### src/rtl/core/sci_pkg.sv
package sci_pkg;

  localparam int SciPoints = 8;

  localparam int XW       = 12;
  localparam int YW       = 32;
  // (y1 - y0) is YW+1 bits signed, (v - x0) is XW+1 bits signed
  localparam int ProdW    = YW + 1 + XW + 1;
  localparam int DivW     = ProdW;
  localparam int DivSteps = DivW / 2;
  localparam int CfgIdxW  = 1;

  localparam logic [CfgIdxW-1:0] REG_LOWER_LIMIT = 1'b0;
  localparam logic [CfgIdxW-1:0] REG_UPPER_LIMIT = 1'b1;

  typedef enum logic {
    REQ_SAMPLE = 1'b0,
    REQ_WRITE  = 1'b1
  } sci_req_e;

  typedef enum logic [1:0] {
    FAULT_OK      = 2'd0,
    FAULT_LIMIT   = 2'd1,
    FAULT_SEGMENT = 2'd2
  } sci_fault_e;

  typedef struct packed {
    logic [XW-1:0] x;
    logic [YW-1:0] y;
  } sci_entry_t;

  typedef struct packed {
    logic            start;
    logic [DivW-1:0] dividend;
    logic [XW-1:0]   divisor;
  } sci_div_req_t;

  typedef struct packed {
    logic            done;
    logic [DivW-1:0] quotient;
  } sci_div_rsp_t;

endpackage

### src/rtl/core/sci_table.sv
module sci_table #(
  parameter int POINTS = sci_pkg::SciPoints
) (
  input  logic                      clk_i,
  input  logic                      wr_en_i,
  input  logic [$clog2(POINTS)-1:0] wr_addr_i,
  input  sci_pkg::sci_entry_t       wr_data_i,
  input  logic                      rd_en_i,
  input  logic [$clog2(POINTS)-1:0] rd_addr_i,
  output sci_pkg::sci_entry_t       rd_data_o
);
  import sci_pkg::*;

  sci_entry_t mem_q [POINTS];
  sci_entry_t rd_data_q;

  always_ff @(posedge clk_i) begin
    if (wr_en_i) begin
      mem_q[wr_addr_i] <= wr_data_i;
    end
  end

  always_ff @(posedge clk_i) begin
    if (rd_en_i) begin
      rd_data_q <= mem_q[rd_addr_i];
    end
  end

  assign rd_data_o = rd_data_q;

endmodule

### src/rtl/core/sci_div.sv
module sci_div (
  input  logic                  clk_i,
  input  logic                  rst_ni,
  input  sci_pkg::sci_div_req_t req_i,
  output sci_pkg::sci_div_rsp_t rsp_o
);
  import sci_pkg::*;

  localparam int CntW = $clog2(DivSteps + 1);

  logic            busy_q;
  logic            done_q;
  logic [CntW-1:0] cnt_q;
  logic [XW-1:0]   den_q;
  logic [XW-1:0]   rem_q;
  logic [DivW-1:0] quo_q;

  logic [XW-1:0]   rem_d;
  logic [DivW-1:0] quo_d;
  logic [XW:0]     trial;
  logic            qbit;

  // two restoring steps per cycle, remainder kept below a nonzero divisor
  always_comb begin
    rem_d = rem_q;
    quo_d = quo_q;
    trial = '0;
    qbit  = 1'b0;
    for (int s = 0; s < 2; s++) begin
      trial = {rem_d, quo_d[DivW-1]};
      if (trial >= {1'b0, den_q}) begin
        rem_d = XW'(trial - {1'b0, den_q});
        qbit  = 1'b1;
      end else begin
        rem_d = trial[XW-1:0];
        qbit  = 1'b0;
      end
      quo_d = {quo_d[DivW-2:0], qbit};
    end
  end

  always_ff @(posedge clk_i or negedge rst_ni) begin
    if (!rst_ni) begin
      busy_q <= 1'b0;
      done_q <= 1'b0;
      cnt_q  <= '0;
    end else begin
      // done pulses for one cycle after the last step
      done_q <= busy_q && !req_i.start && (cnt_q == CntW'(1));
      if (req_i.start) begin
        busy_q <= 1'b1;
        cnt_q  <= CntW'(DivSteps);
      end else if (busy_q) begin
        cnt_q <= cnt_q - CntW'(1);
        if (cnt_q == CntW'(1)) begin
          busy_q <= 1'b0;
        end
      end
    end
  end

  always_ff @(posedge clk_i) begin
    if (req_i.start) begin
      den_q <= req_i.divisor;
      rem_q <= '0;
      quo_q <= req_i.dividend;
    end else if (busy_q) begin
      rem_q <= rem_d;
      quo_q <= quo_d;
    end
  end

  assign rsp_o.done     = done_q;
  assign rsp_o.quotient = quo_q;

endmodule

### src/rtl/core/sensor_curve_interpolator.sv
// sensor curve interpolator: maps a calibrated voltage in mV to a signed Q16.16 value by
// piecewise linear interpolation over a breakpoint table of POINTS entries held in one
// synchronous RAM. A write transaction (req_type 1) loads one breakpoint;
// indexes at or above POINTS are dropped, and it returns nothing. A sample transaction
// (req_type 0) returns exactly one result: fault 1 with value 0 if the voltage lies outside
// [lower_limit_mv, upper_limit_mv] (crossed limits reject everything), fault 2 with value 0
// if no segment x[i] <= v < x[i+1] matches, else fault 0 and
// y[i] + (y[i+1]-y[i])*(v-x[i])/(x[i+1]-x[i]) with the quotient truncated toward zero.
// Sequence: a limit fault goes from ST_IDLE straight to ST_DONE; a hit on segment k walks
// the table up to entry k + 1 with one RAM read per cycle, then passes ST_MUL, ST_DIV_START
// and ST_DIV_WAIT on the 2-bit-per-cycle divider before ST_DONE hands the result over; a
// miss walks every entry of the table and then goes to ST_DONE. A full
// output register adds its stall. One sample is in flight at a time, but the next
// transaction is taken while the previous result still waits in the output register.
// The table is not cleared at reset: every breakpoint the walk can reach must be written
// first. Limit registers are written through the cfg port (index 0 lower, 1 upper), always
// ready; the user must write them only while the block is idle, the block does not enforce it.
module sensor_curve_interpolator #(
  parameter int POINTS = sci_pkg::SciPoints
) (
  input  logic                              clk_i,
  input  logic                              rst_ni,
  // configuration writes
  input  logic                              cfg_valid_i,
  output logic                              cfg_ready_o,
  input  logic [sci_pkg::CfgIdxW-1:0]       cfg_index_i,
  input  logic [sci_pkg::XW-1:0]            cfg_data_i,
  // input transactions
  input  logic                              in_valid_i,
  output logic                              in_ready_o,
  input  logic                              req_type_i,
  input  logic [sci_pkg::XW-1:0]            voltage_mv_i,
  input  logic [2:0]                        point_index_i,
  input  logic [sci_pkg::XW-1:0]            point_x_mv_i,
  input  logic signed [sci_pkg::YW-1:0]     point_y_i,
  // result transactions
  output logic                              out_valid_o,
  input  logic                              out_ready_i,
  output logic signed [sci_pkg::YW-1:0]     value_o,
  output logic [1:0]                        fault_o
);
  import sci_pkg::*;

  localparam int AW = $clog2(POINTS);

  typedef enum logic [2:0] {
    ST_IDLE,
    ST_WALK,
    ST_MUL,
    ST_DIV_START,
    ST_DIV_WAIT,
    ST_DONE
  } state_e;

  state_e state_q;

  // limit registers
  logic [XW-1:0] lower_q;
  logic [XW-1:0] upper_q;

  // walk and datapath registers
  logic [AW-1:0]          cnt_q;
  logic [XW-1:0]          v_q;
  sci_entry_t             prev_q;
  logic [YW-1:0]          y0_q;
  logic signed [YW:0]     dy_q;
  logic [XW-1:0]          dx_q;
  logic [XW-1:0]          den_q;
  logic signed [ProdW-1:0] prod_q;
  logic                   neg_q;
  logic [YW-1:0]          res_value_q;
  sci_fault_e             res_fault_q;

  // output register
  logic                   out_valid_q;
  logic [YW-1:0]          out_value_q;
  sci_fault_e             out_fault_q;

  // table ports
  logic          tbl_we;
  logic [AW-1:0] tbl_waddr;
  sci_entry_t    tbl_wdata;
  logic          tbl_re;
  logic [AW-1:0] tbl_raddr;
  sci_entry_t    tbl_rdata;

  sci_div_req_t  div_req;
  sci_div_rsp_t  div_rsp;

  logic          in_acc;
  logic          is_sample;
  logic          idx_ok;
  logic          in_limits;
  logic          seg_hit;
  logic          walk_last;
  logic          walk_next;
  logic [YW-1:0] quo_lo;
  logic [YW-1:0] res_value;

  assign cfg_ready_o = 1'b1;
  assign in_ready_o  = (state_q == ST_IDLE);
  assign in_acc      = in_valid_i && in_ready_o;
  assign is_sample   = (req_type_i == REQ_SAMPLE);

  // breakpoint writes beyond the table are dropped
  assign idx_ok    = (32'(point_index_i) < 32'(POINTS));
  assign in_limits = (voltage_mv_i >= lower_q) && (voltage_mv_i <= upper_q);

  assign tbl_we      = in_acc && (req_type_i == REQ_WRITE) && idx_ok;
  assign tbl_waddr   = AW'(point_index_i);
  assign tbl_wdata.x = point_x_mv_i;
  assign tbl_wdata.y = point_y_i;

  // the read issued last cycle returns entry cnt_q; prev_q holds entry cnt_q-1
  assign seg_hit   = (v_q >= prev_q.x) && (v_q < tbl_rdata.x);
  assign walk_last = (cnt_q == AW'(POINTS - 1));
  assign walk_next = (cnt_q == '0) || (!seg_hit && !walk_last);

  assign tbl_re    = (in_acc && is_sample && in_limits) || ((state_q == ST_WALK) && walk_next);
  assign tbl_raddr = (state_q == ST_IDLE) ? '0 : cnt_q + AW'(1);

  sci_table #(
    .POINTS(POINTS)
  ) u_table (
    .clk_i    (clk_i),
    .wr_en_i  (tbl_we),
    .wr_addr_i(tbl_waddr),
    .wr_data_i(tbl_wdata),
    .rd_en_i  (tbl_re),
    .rd_addr_i(tbl_raddr),
    .rd_data_o(tbl_rdata)
  );

  // unsigned divide of |product| by the segment width, sign put back afterwards
  assign div_req.start    = (state_q == ST_DIV_START);
  assign div_req.dividend = prod_q[ProdW-1] ? DivW'(-prod_q) : DivW'(prod_q);
  assign div_req.divisor  = den_q;

  sci_div u_div (
    .clk_i (clk_i),
    .rst_ni(rst_ni),
    .req_i (div_req),
    .rsp_o (div_rsp)
  );

  // the quotient is bounded by |y1 - y0|, only the low word matters after the add
  assign quo_lo    = div_rsp.quotient[YW-1:0];
  assign res_value = y0_q + (neg_q ? (~quo_lo + YW'(1)) : quo_lo);

  // control state and output register
  always_ff @(posedge clk_i or negedge rst_ni) begin
    if (!rst_ni) begin
      state_q     <= ST_IDLE;
      cnt_q       <= '0;
      lower_q     <= '0;
      upper_q     <= '1;
      out_valid_q <= 1'b0;
      out_value_q <= '0;
      out_fault_q <= FAULT_OK;
    end else begin
      if (cfg_valid_i && cfg_ready_o) begin
        case (cfg_index_i)
          REG_LOWER_LIMIT: lower_q <= cfg_data_i;
          REG_UPPER_LIMIT: upper_q <= cfg_data_i;
          default: ;
        endcase
      end

      // drained result; in ST_DONE the hand-over below sets the register instead
      if (out_valid_q && out_ready_i && (state_q != ST_DONE)) begin
        out_valid_q <= 1'b0;
      end

      case (state_q)
        ST_IDLE: begin
          if (in_acc && is_sample) begin
            cnt_q   <= '0;
            state_q <= in_limits ? ST_WALK : ST_DONE;
          end
        end
        ST_WALK: begin
          if (cnt_q == '0) begin
            cnt_q <= cnt_q + AW'(1);
          end else if (seg_hit) begin
            state_q <= ST_MUL;
          end else if (walk_last) begin
            state_q <= ST_DONE;
          end else begin
            cnt_q <= cnt_q + AW'(1);
          end
        end
        ST_MUL: begin
          state_q <= ST_DIV_START;
        end
        ST_DIV_START: begin
          state_q <= ST_DIV_WAIT;
        end
        ST_DIV_WAIT: begin
          if (div_rsp.done) begin
            state_q <= ST_DONE;
          end
        end
        ST_DONE: begin
          // hand over once the output register is free or being drained
          if (!out_valid_q || out_ready_i) begin
            out_valid_q <= 1'b1;
            out_value_q <= res_value_q;
            out_fault_q <= res_fault_q;
            state_q     <= ST_IDLE;
          end
        end
        default: state_q <= ST_IDLE;
      endcase
    end
  end

  // datapath
  always_ff @(posedge clk_i) begin
    case (state_q)
      ST_IDLE: begin
        if (in_acc) begin
          v_q         <= voltage_mv_i;
          res_value_q <= '0;
          res_fault_q <= in_limits ? FAULT_SEGMENT : FAULT_LIMIT;
        end
      end
      ST_WALK: begin
        prev_q <= tbl_rdata;
        if (cnt_q != '0 && seg_hit) begin
          y0_q  <= prev_q.y;
          dy_q  <= $signed({tbl_rdata.y[YW-1], tbl_rdata.y})
                 - $signed({prev_q.y[YW-1], prev_q.y});
          dx_q  <= v_q - prev_q.x;
          den_q <= tbl_rdata.x - prev_q.x;
        end
      end
      ST_MUL: begin
        prod_q <= dy_q * $signed({1'b0, dx_q});
      end
      ST_DIV_START: begin
        neg_q <= prod_q[ProdW-1];
      end
      ST_DIV_WAIT: begin
        if (div_rsp.done) begin
          res_value_q <= res_value;
          res_fault_q <= FAULT_OK;
        end
      end
      default: ;
    endcase
  end

  assign out_valid_o = out_valid_q;
  assign value_o     = out_value_q;
  assign fault_o     = out_fault_q;

endmodule

### config.mk
export PLATFORM = sky130hd
export DESIGN_NAME = sensor_curve_interpolator
export DESIGN_NICKNAME = d
export VERILOG_FILES = /design/src/rtl/core/sci_pkg.sv /design/src/rtl/core/sci_table.sv /design/src/rtl/core/sci_div.sv /design/src/rtl/core/sensor_curve_interpolator.sv
export SDC_FILE = /design/constraint.sdc
export NUM_CORES = 2
export LEC_CHECK = 0
export BUFFER_PORTS_ARGS = -buffer_cell sky130_fd_sc_hd__buf_2
export CORE_MARGIN = 2
export CORE_UTILIZATION = 43
export DETAILED_ROUTE_END_ITERATION = 8
export GPL_TIMING_DRIVEN = 1
export SYNTH_ARGS = -nofsm -noshare
export SYNTH_HDL_FRONTEND = slang
export SYNTH_SLANG_ARGS = --single-unit
### constraint.sdc
create_clock -name clk_i -period 8.6 [get_ports clk_i]
set_clock_uncertainty 0.05 [all_clocks]
set_input_delay 1.29 -clock clk_i [delete_from_list [all_inputs] [get_ports clk_i]]
set_output_delay 1.29 -clock clk_i [all_outputs]
set_load 0.1 [all_outputs]
* Word level (Yosys, flattened, before mapping) *
Memory sizes are Yosys's and may differ from the RTL's. A register that Yosys moved wholly into a read port is not among the register bits.
Index checks and enable logic that the tools add are counted.

cells by class
  $add $sub $neg = 10
  multipliers = 1
  magnitude comparators = 6
  equality and inequality tests = 16
  mux-type cells = 39
  bitwise logic cells = 3
  reductions and logical operators = 34

operators with widths
  kind                     count
  $mux W46                 3
  $mux W32                 3
  $pmux W32 S2             1
  $sub A12 B12 Y12         4
  $mul A33 B13 Y46         1
  $neg A46 Y46             1
  $mux W3                  12
  $sub A32 B32 Y33         1
  $add A32 B1 Y32 const B  1
  $add A32 B32 Y32         1
  $not A32 Y32             1
  $ge A13 B12 Y1           2
  $ge A12 B12 Y1           2
  $mux W12                 2
  $pmux W3 S6              1
  $logic_and A1 B1 Y1      13
  $le A12 B12 Y1           1
  $lt A12 B12 Y1           1
  $ne A3 B3 Y1 const B     4
  $mux W1                  10
  $mux W5                  2
  $reduce_and A2 Y1        5
  $eq A3 B3 Y1 const B     3
  $eq A3 B2 Y1 const B     2
  18 further kinds         32

word-level totals
  register bits after elaboration = 368
  bits in writable memories = 352
  output and inout bits = 37
  word-level logic and storage cells = 134
  memories kept = 1

memory list
  name           words  bits a word  rd ports  clocked after memory_dff  write ports  RTL line         text
  u_table.mem_q  8      44           1         1                         1            sci_table.sv:14  sci_entry_t mem_q [POINTS];

* Logic depth before layout (Yosys ltp) *
  depth in word-level cells = 7
  depth in mapped cells = 22
  depth with buffers taken out = 21

* By module *
A second synthesis with hierarchy kept.

unflattened totals
  cell total of the unflattened synthesis = 3996
  area, all modules = 49092.1 µm²

modules (own cells, without submodules)
  module                     times used  cells an instance  area each (µm²)  seq. area each (µm²)
  sensor_curve_interpolator  1           3045               29993.8          8428.1
  sci_table                  1           566                14626.5          11891.4
  sci_div                    1           385                4471.8           2157.1

* Worst setup path after synthesis *
No wires, ideal clock.

  path type = register to register
  start point = register prev_q[32] in the netlist's numbering
  end point = register den_q[0] (enable)
  setup time = 646 ps
  data arrival time = 7728 ps
  slack = 176 ps
  cell stages (with the launch flop) = 10
  buffers on the path = 0
  path through = edfxtp_1 ha_1 fa_1 nor2b_1 o21ai_0 a21oi_1 a211oi_1 a21oi_1 o21bai_1 nor3_1

between the ends
  longest elaborated chain between the ends = 4

RTL lines
  item                         RTL line                          text
  start, declared              sensor_curve_interpolator.sv:64   sci_entry_t prev_q;
  start signal, assigned       sensor_curve_interpolator.sv:228  prev_q <= tbl_rdata;
  $ge A12 B12 Y1               sensor_curve_interpolator.sv:115  assign seg_hit = (v_q >= prev_q.x) && (v_q < tbl_rdata.x);
  $logic_and A1 B1 Y1          sensor_curve_interpolator.sv:115
  $logic_and A1 B1 Y1          sensor_curve_interpolator.sv:229  if (cnt_q != '0 && seg_hit) begin
  $reduce_and A2 Y1 (no line)  n/a
  end signal, assigned         sensor_curve_interpolator.sv:234  den_q <= tbl_rdata.x - prev_q.x;
  end, declared                sensor_curve_interpolator.sv:68   logic [XW-1:0] den_q;

Every way passes these cells.
A chain may end at the register's enable or synchronous reset.

* Worst setup path in the final report *
  start point = register dx_q[2]
  end point = register prod_q[42], data pin

between the ends
  longest elaborated chain between the ends = 1

RTL lines
  item                    RTL line                          text
  start, declared         sensor_curve_interpolator.sv:67   logic [XW-1:0] dx_q;
  start signal, assigned  sensor_curve_interpolator.sv:233  dx_q <= v_q - prev_q.x;
  $mul A33 B13 Y46        sensor_curve_interpolator.sv:238  prod_q <= dy_q * $signed({1'b0, dx_q});
  end signal, assigned    sensor_curve_interpolator.sv:238
  end, declared           sensor_curve_interpolator.sv:69   logic signed [ProdW-1:0] prod_q;

Every way passes these cells.

==> impl_results.md <==
* Synth area leader: edfxtp_1
* GRT Total Usage at 20.2%
* EDFF count, synth at 680
* Residual DRC at 0
* Top cells by count, synth: edfxtp_1 (680), inv_1 (584), nand2_1 (467), fa_1 (354), ha_1 (253)
* Dpl hpwl at 84,400 um
* Worst Path Required at approximately 9 ns
* H-tree depth at 3
* Worst path cell trace: and2_1, fa_1, inv_1, fa_1, inv_1, fa_1, inv_1, fa_1, fa_1, inv_1, ha_1, a21o_1, a21oi_1, a31oi_1, o31ai_1, o221a_2, nor2_1, a311o_1, o41a_1, xor2_1
* Hold Vio Cnt, Final at 0
* Dominant synthesized flop cell: edfxtp_1
* I/O pin total at 115
* Post-Syn Area per Cell at 11.6 um^2
* Initial Utilization at between 40% and 50%
* Fin Setup TNS at 0 ns
* Syn_nets at 4,900
* Status: complete, no violations
* Async set or reset register ratio after synthesis at 9.42%
* Flop pwr share at 54.0%
* Buf/Inv on CP at 4
* Net Sw Frac at 21.0%
* Psw at 1.57 mW
* Most frequent cell after synthesis: edfxtp_1
* FF+latch count, synth at approximately 760
* Worst stage delay on the critical path at 0.75 ns
* Most numerous cell on the critical path: fa_1
* Post-Synthesis Cells at around 4,200
* Average vias per placed instance at 5.34
* Fin util at a little under half
* CTS tree: yes
* Deepest clock path buffer count at 3
* Clk Tree Root Cell: clkbuf_16
* Remaining global-route overflow at 0
* Top-area cell type share of the netlist area at 41.6%
* Top cells by area in the synthesized netlist: edfxtp_1 (42%), fa_1 (14%), ha_1 (6.4%)
* Routed len/inst at 20.0 um
* Cell family with most CP delay: adder cells
* Synth cell types at between 70 and 80
* Initial antenna violation count at 20
* Vias in the first global route at 31,965
* Critical path class: flip-flop to flip-flop
* RSZ-0062 raised after global routing: no
* Post-CTS Resized at 0
* WHS at approximately 0.37 ns
* Pin count of the biggest net entering global routing at 96
* Nets at between 4,000 and 5,000
* TritonRoute pass-1 iters at 5
* Cell Area, Synth at 0.0491 mm^2
* Post-CTS setup buffer count at 0
* P_int at 5.90 mW
* Final setup vio count at 0
* # rows at ~120
* Slew margin rel. at 22.2%
* Power per Cell Area at approximately 140 mW/mm^2
* Detailed Route WL at approximately 120,000 um
* Min-Delay Path Class: flip-flop to flip-flop
* Fin crit share at 80.0%
* Worst-path maximum fanout at 25
* Syn-to-layout area delta at 9.72%
* Post-Place Cells at 5,701
* Leak at 22.4 nW
* Port Buf Inserts at 113
* Clock network power share at roughly 44%
* Post-route ant nets at 0
* Non-Filler Instances at roughly 6,000
* Synth warn at 0
* Peak supply drop at approximately 0.00016 V
* Die Width at 342 um
* Die height at 342 um
* Power share of the combinational group at 1.6%
* CP max-delay cell: edfxtp_1
* Worst Setup End Kind: flip-flop
* Layout cells sized above 1 at 10.4%
* Slew @ Worst Pin at about 1.2 ns
* Pins Over Slew Limit at 0
* CTS Hold Bufs at 0
* CP startpoint kind: flip-flop
* Final period demand of the worst path at a little under 7 ns
* Post-layout power at 7.48 mW
* First-pass GRT wire length at 183,000 um
* Max-Cap Viols at 0
* Sequential area share after synthesis at 45.8%
* TritonCTS Buffers at 78
* Initial DRC Count at 2,097
* RePlAce Congestion at 0.892
* Clk sinks at about 760
* Via count at 31,230
* CP Data Arrival Time at slightly above 7 ns
* Core area at 0.113 mm^2
* Clock transition at path regs at 0.07 ns
* Area of the die at 0.117 mm^2
* Max Clk Rate at approximately 150 MHz
* Clock latency at the later pin of the worst-skew pair at 0.66 ns
==> worst paths after layout <==
check	depth (start not counted)	endpoint	startpoint	slack, ns
worst max-delay path	20	prod_q[42]$_DFFE_PP_	dx_q[2]$_DFFE_PP_	1.72
worst min-delay path	0	u_div.den_q[4]$_DFFE_PP_	den_q[4]$_DFFE_PP_	0.37
worst min register to register	0	u_div.den_q[4]$_DFFE_PP_	den_q[4]$_DFFE_PP_	0.37
worst max register to register	20	prod_q[42]$_DFFE_PP_	dx_q[2]$_DFFE_PP_	1.72
min in group asynchronous	1	value_o[1]$_DFFE_PN0P_	rst_ni	0.49
max in group asynchronous	2	cnt_q[0]$_DFFE_PN0P_	rst_ni	7.00
==> placed cells by master (no fill, tap or decap), types with 78 or more instances in the layout <==
master     instances
xnor2_1          122
nor2_1           136
o21ai_0          171
nand2_1          464
and2_1           185
edfxtp_1         680
xor2_1            83
a21oi_1          133
clkbuf_16         78
ha_1             252
buf_2            112
fa_1             354
inv_1            581
==> stage by stage <==
stage | worst slack, ns | cell area (um^2)
after detailed placement | 1.70 | 51400
after floorplan | 0.176 | 49100
final | 1.72 | 53900
after global routing | 1.29 | 53900
after CTS | 1.65 | 53900
after global placement | 1.76 | 51400
==> layer usage <==
layer  global-route usage, %  vias up  wire length [um]
li1                        -    14623                 -
met1                    27.6    15635             52400
met2                    33.0      773             54600
met3                    4.19      175              6950
met4                    5.19       24              2800
met5                       0        -               152
==> cells by family after synthesis <==
kind of cell	count (synthesis)	share of synthesized area [%]
AND/OR/NAND/NOR	1044	10.2
flip-flops	764	45.8
buffers and inverters	755	5.78
AO/OA/AOI/OAI	675	9.09
adder cells (fa/ha/maj)	607	20.9
XOR/XNOR	205	3.66
multiplexers	164	4.63
other	1	0.00764
==> flip-flops by register name, indices dropped and copies added, names as in the netlist, 32 cells and up <==
| register | cells |
|---|---|
| y0_q | 32 |
| prev_q | 44 |
| res_value_q | 32 |
| prod_q | 46 |
| value_o | 32 |
| u_table.mem_q | 352 |
| dy_q | 33 |
| u_table.rd_data_o | 44 |
| u_div.quo_q | 46 |
==> area by class of cell <==
type / count / area, um^2
Fill cell: 10187 / 58900
Clock inverter: 45 / 444
Multi-Input combinational cell: 2696 / 23900
Tap cell: 1500 / 1880
Antenna cell: 3 / 7.51
Timing Repair Buffer: 157 / 898
Inverter: 584 / 2190
Sequential cell: 764 / 22500
Clock buffer: 100 / 2060
==> worst reg2reg max path: cells and delay by family, from the launching register on <==
kind	cells	cell delay, ns
AND/OR/NAND/NOR	2	0.39
XOR/XNOR	1	0.15
buffers and inverters	4	0.19
adder cells (fa/ha/maj)	6	2.80
flip-flops	1	0.75
AO/OA/AOI/OAI	7	2.29
==> power by group through the flow <==
stage,Sequential [mW],Combinational [mW],Clock (mW)
3_3_place_gp,4.12,0.115,0
6_report,4.04,0.118,3.32
5_1_grt,4.04,0.139,3.53
4_1_cts,4.04,0.120,3.38
2_1_floorplan,4.12,0.0553,0
3_5_place_dp,4.12,0.120,0
(Power assumes the default switching activity.)
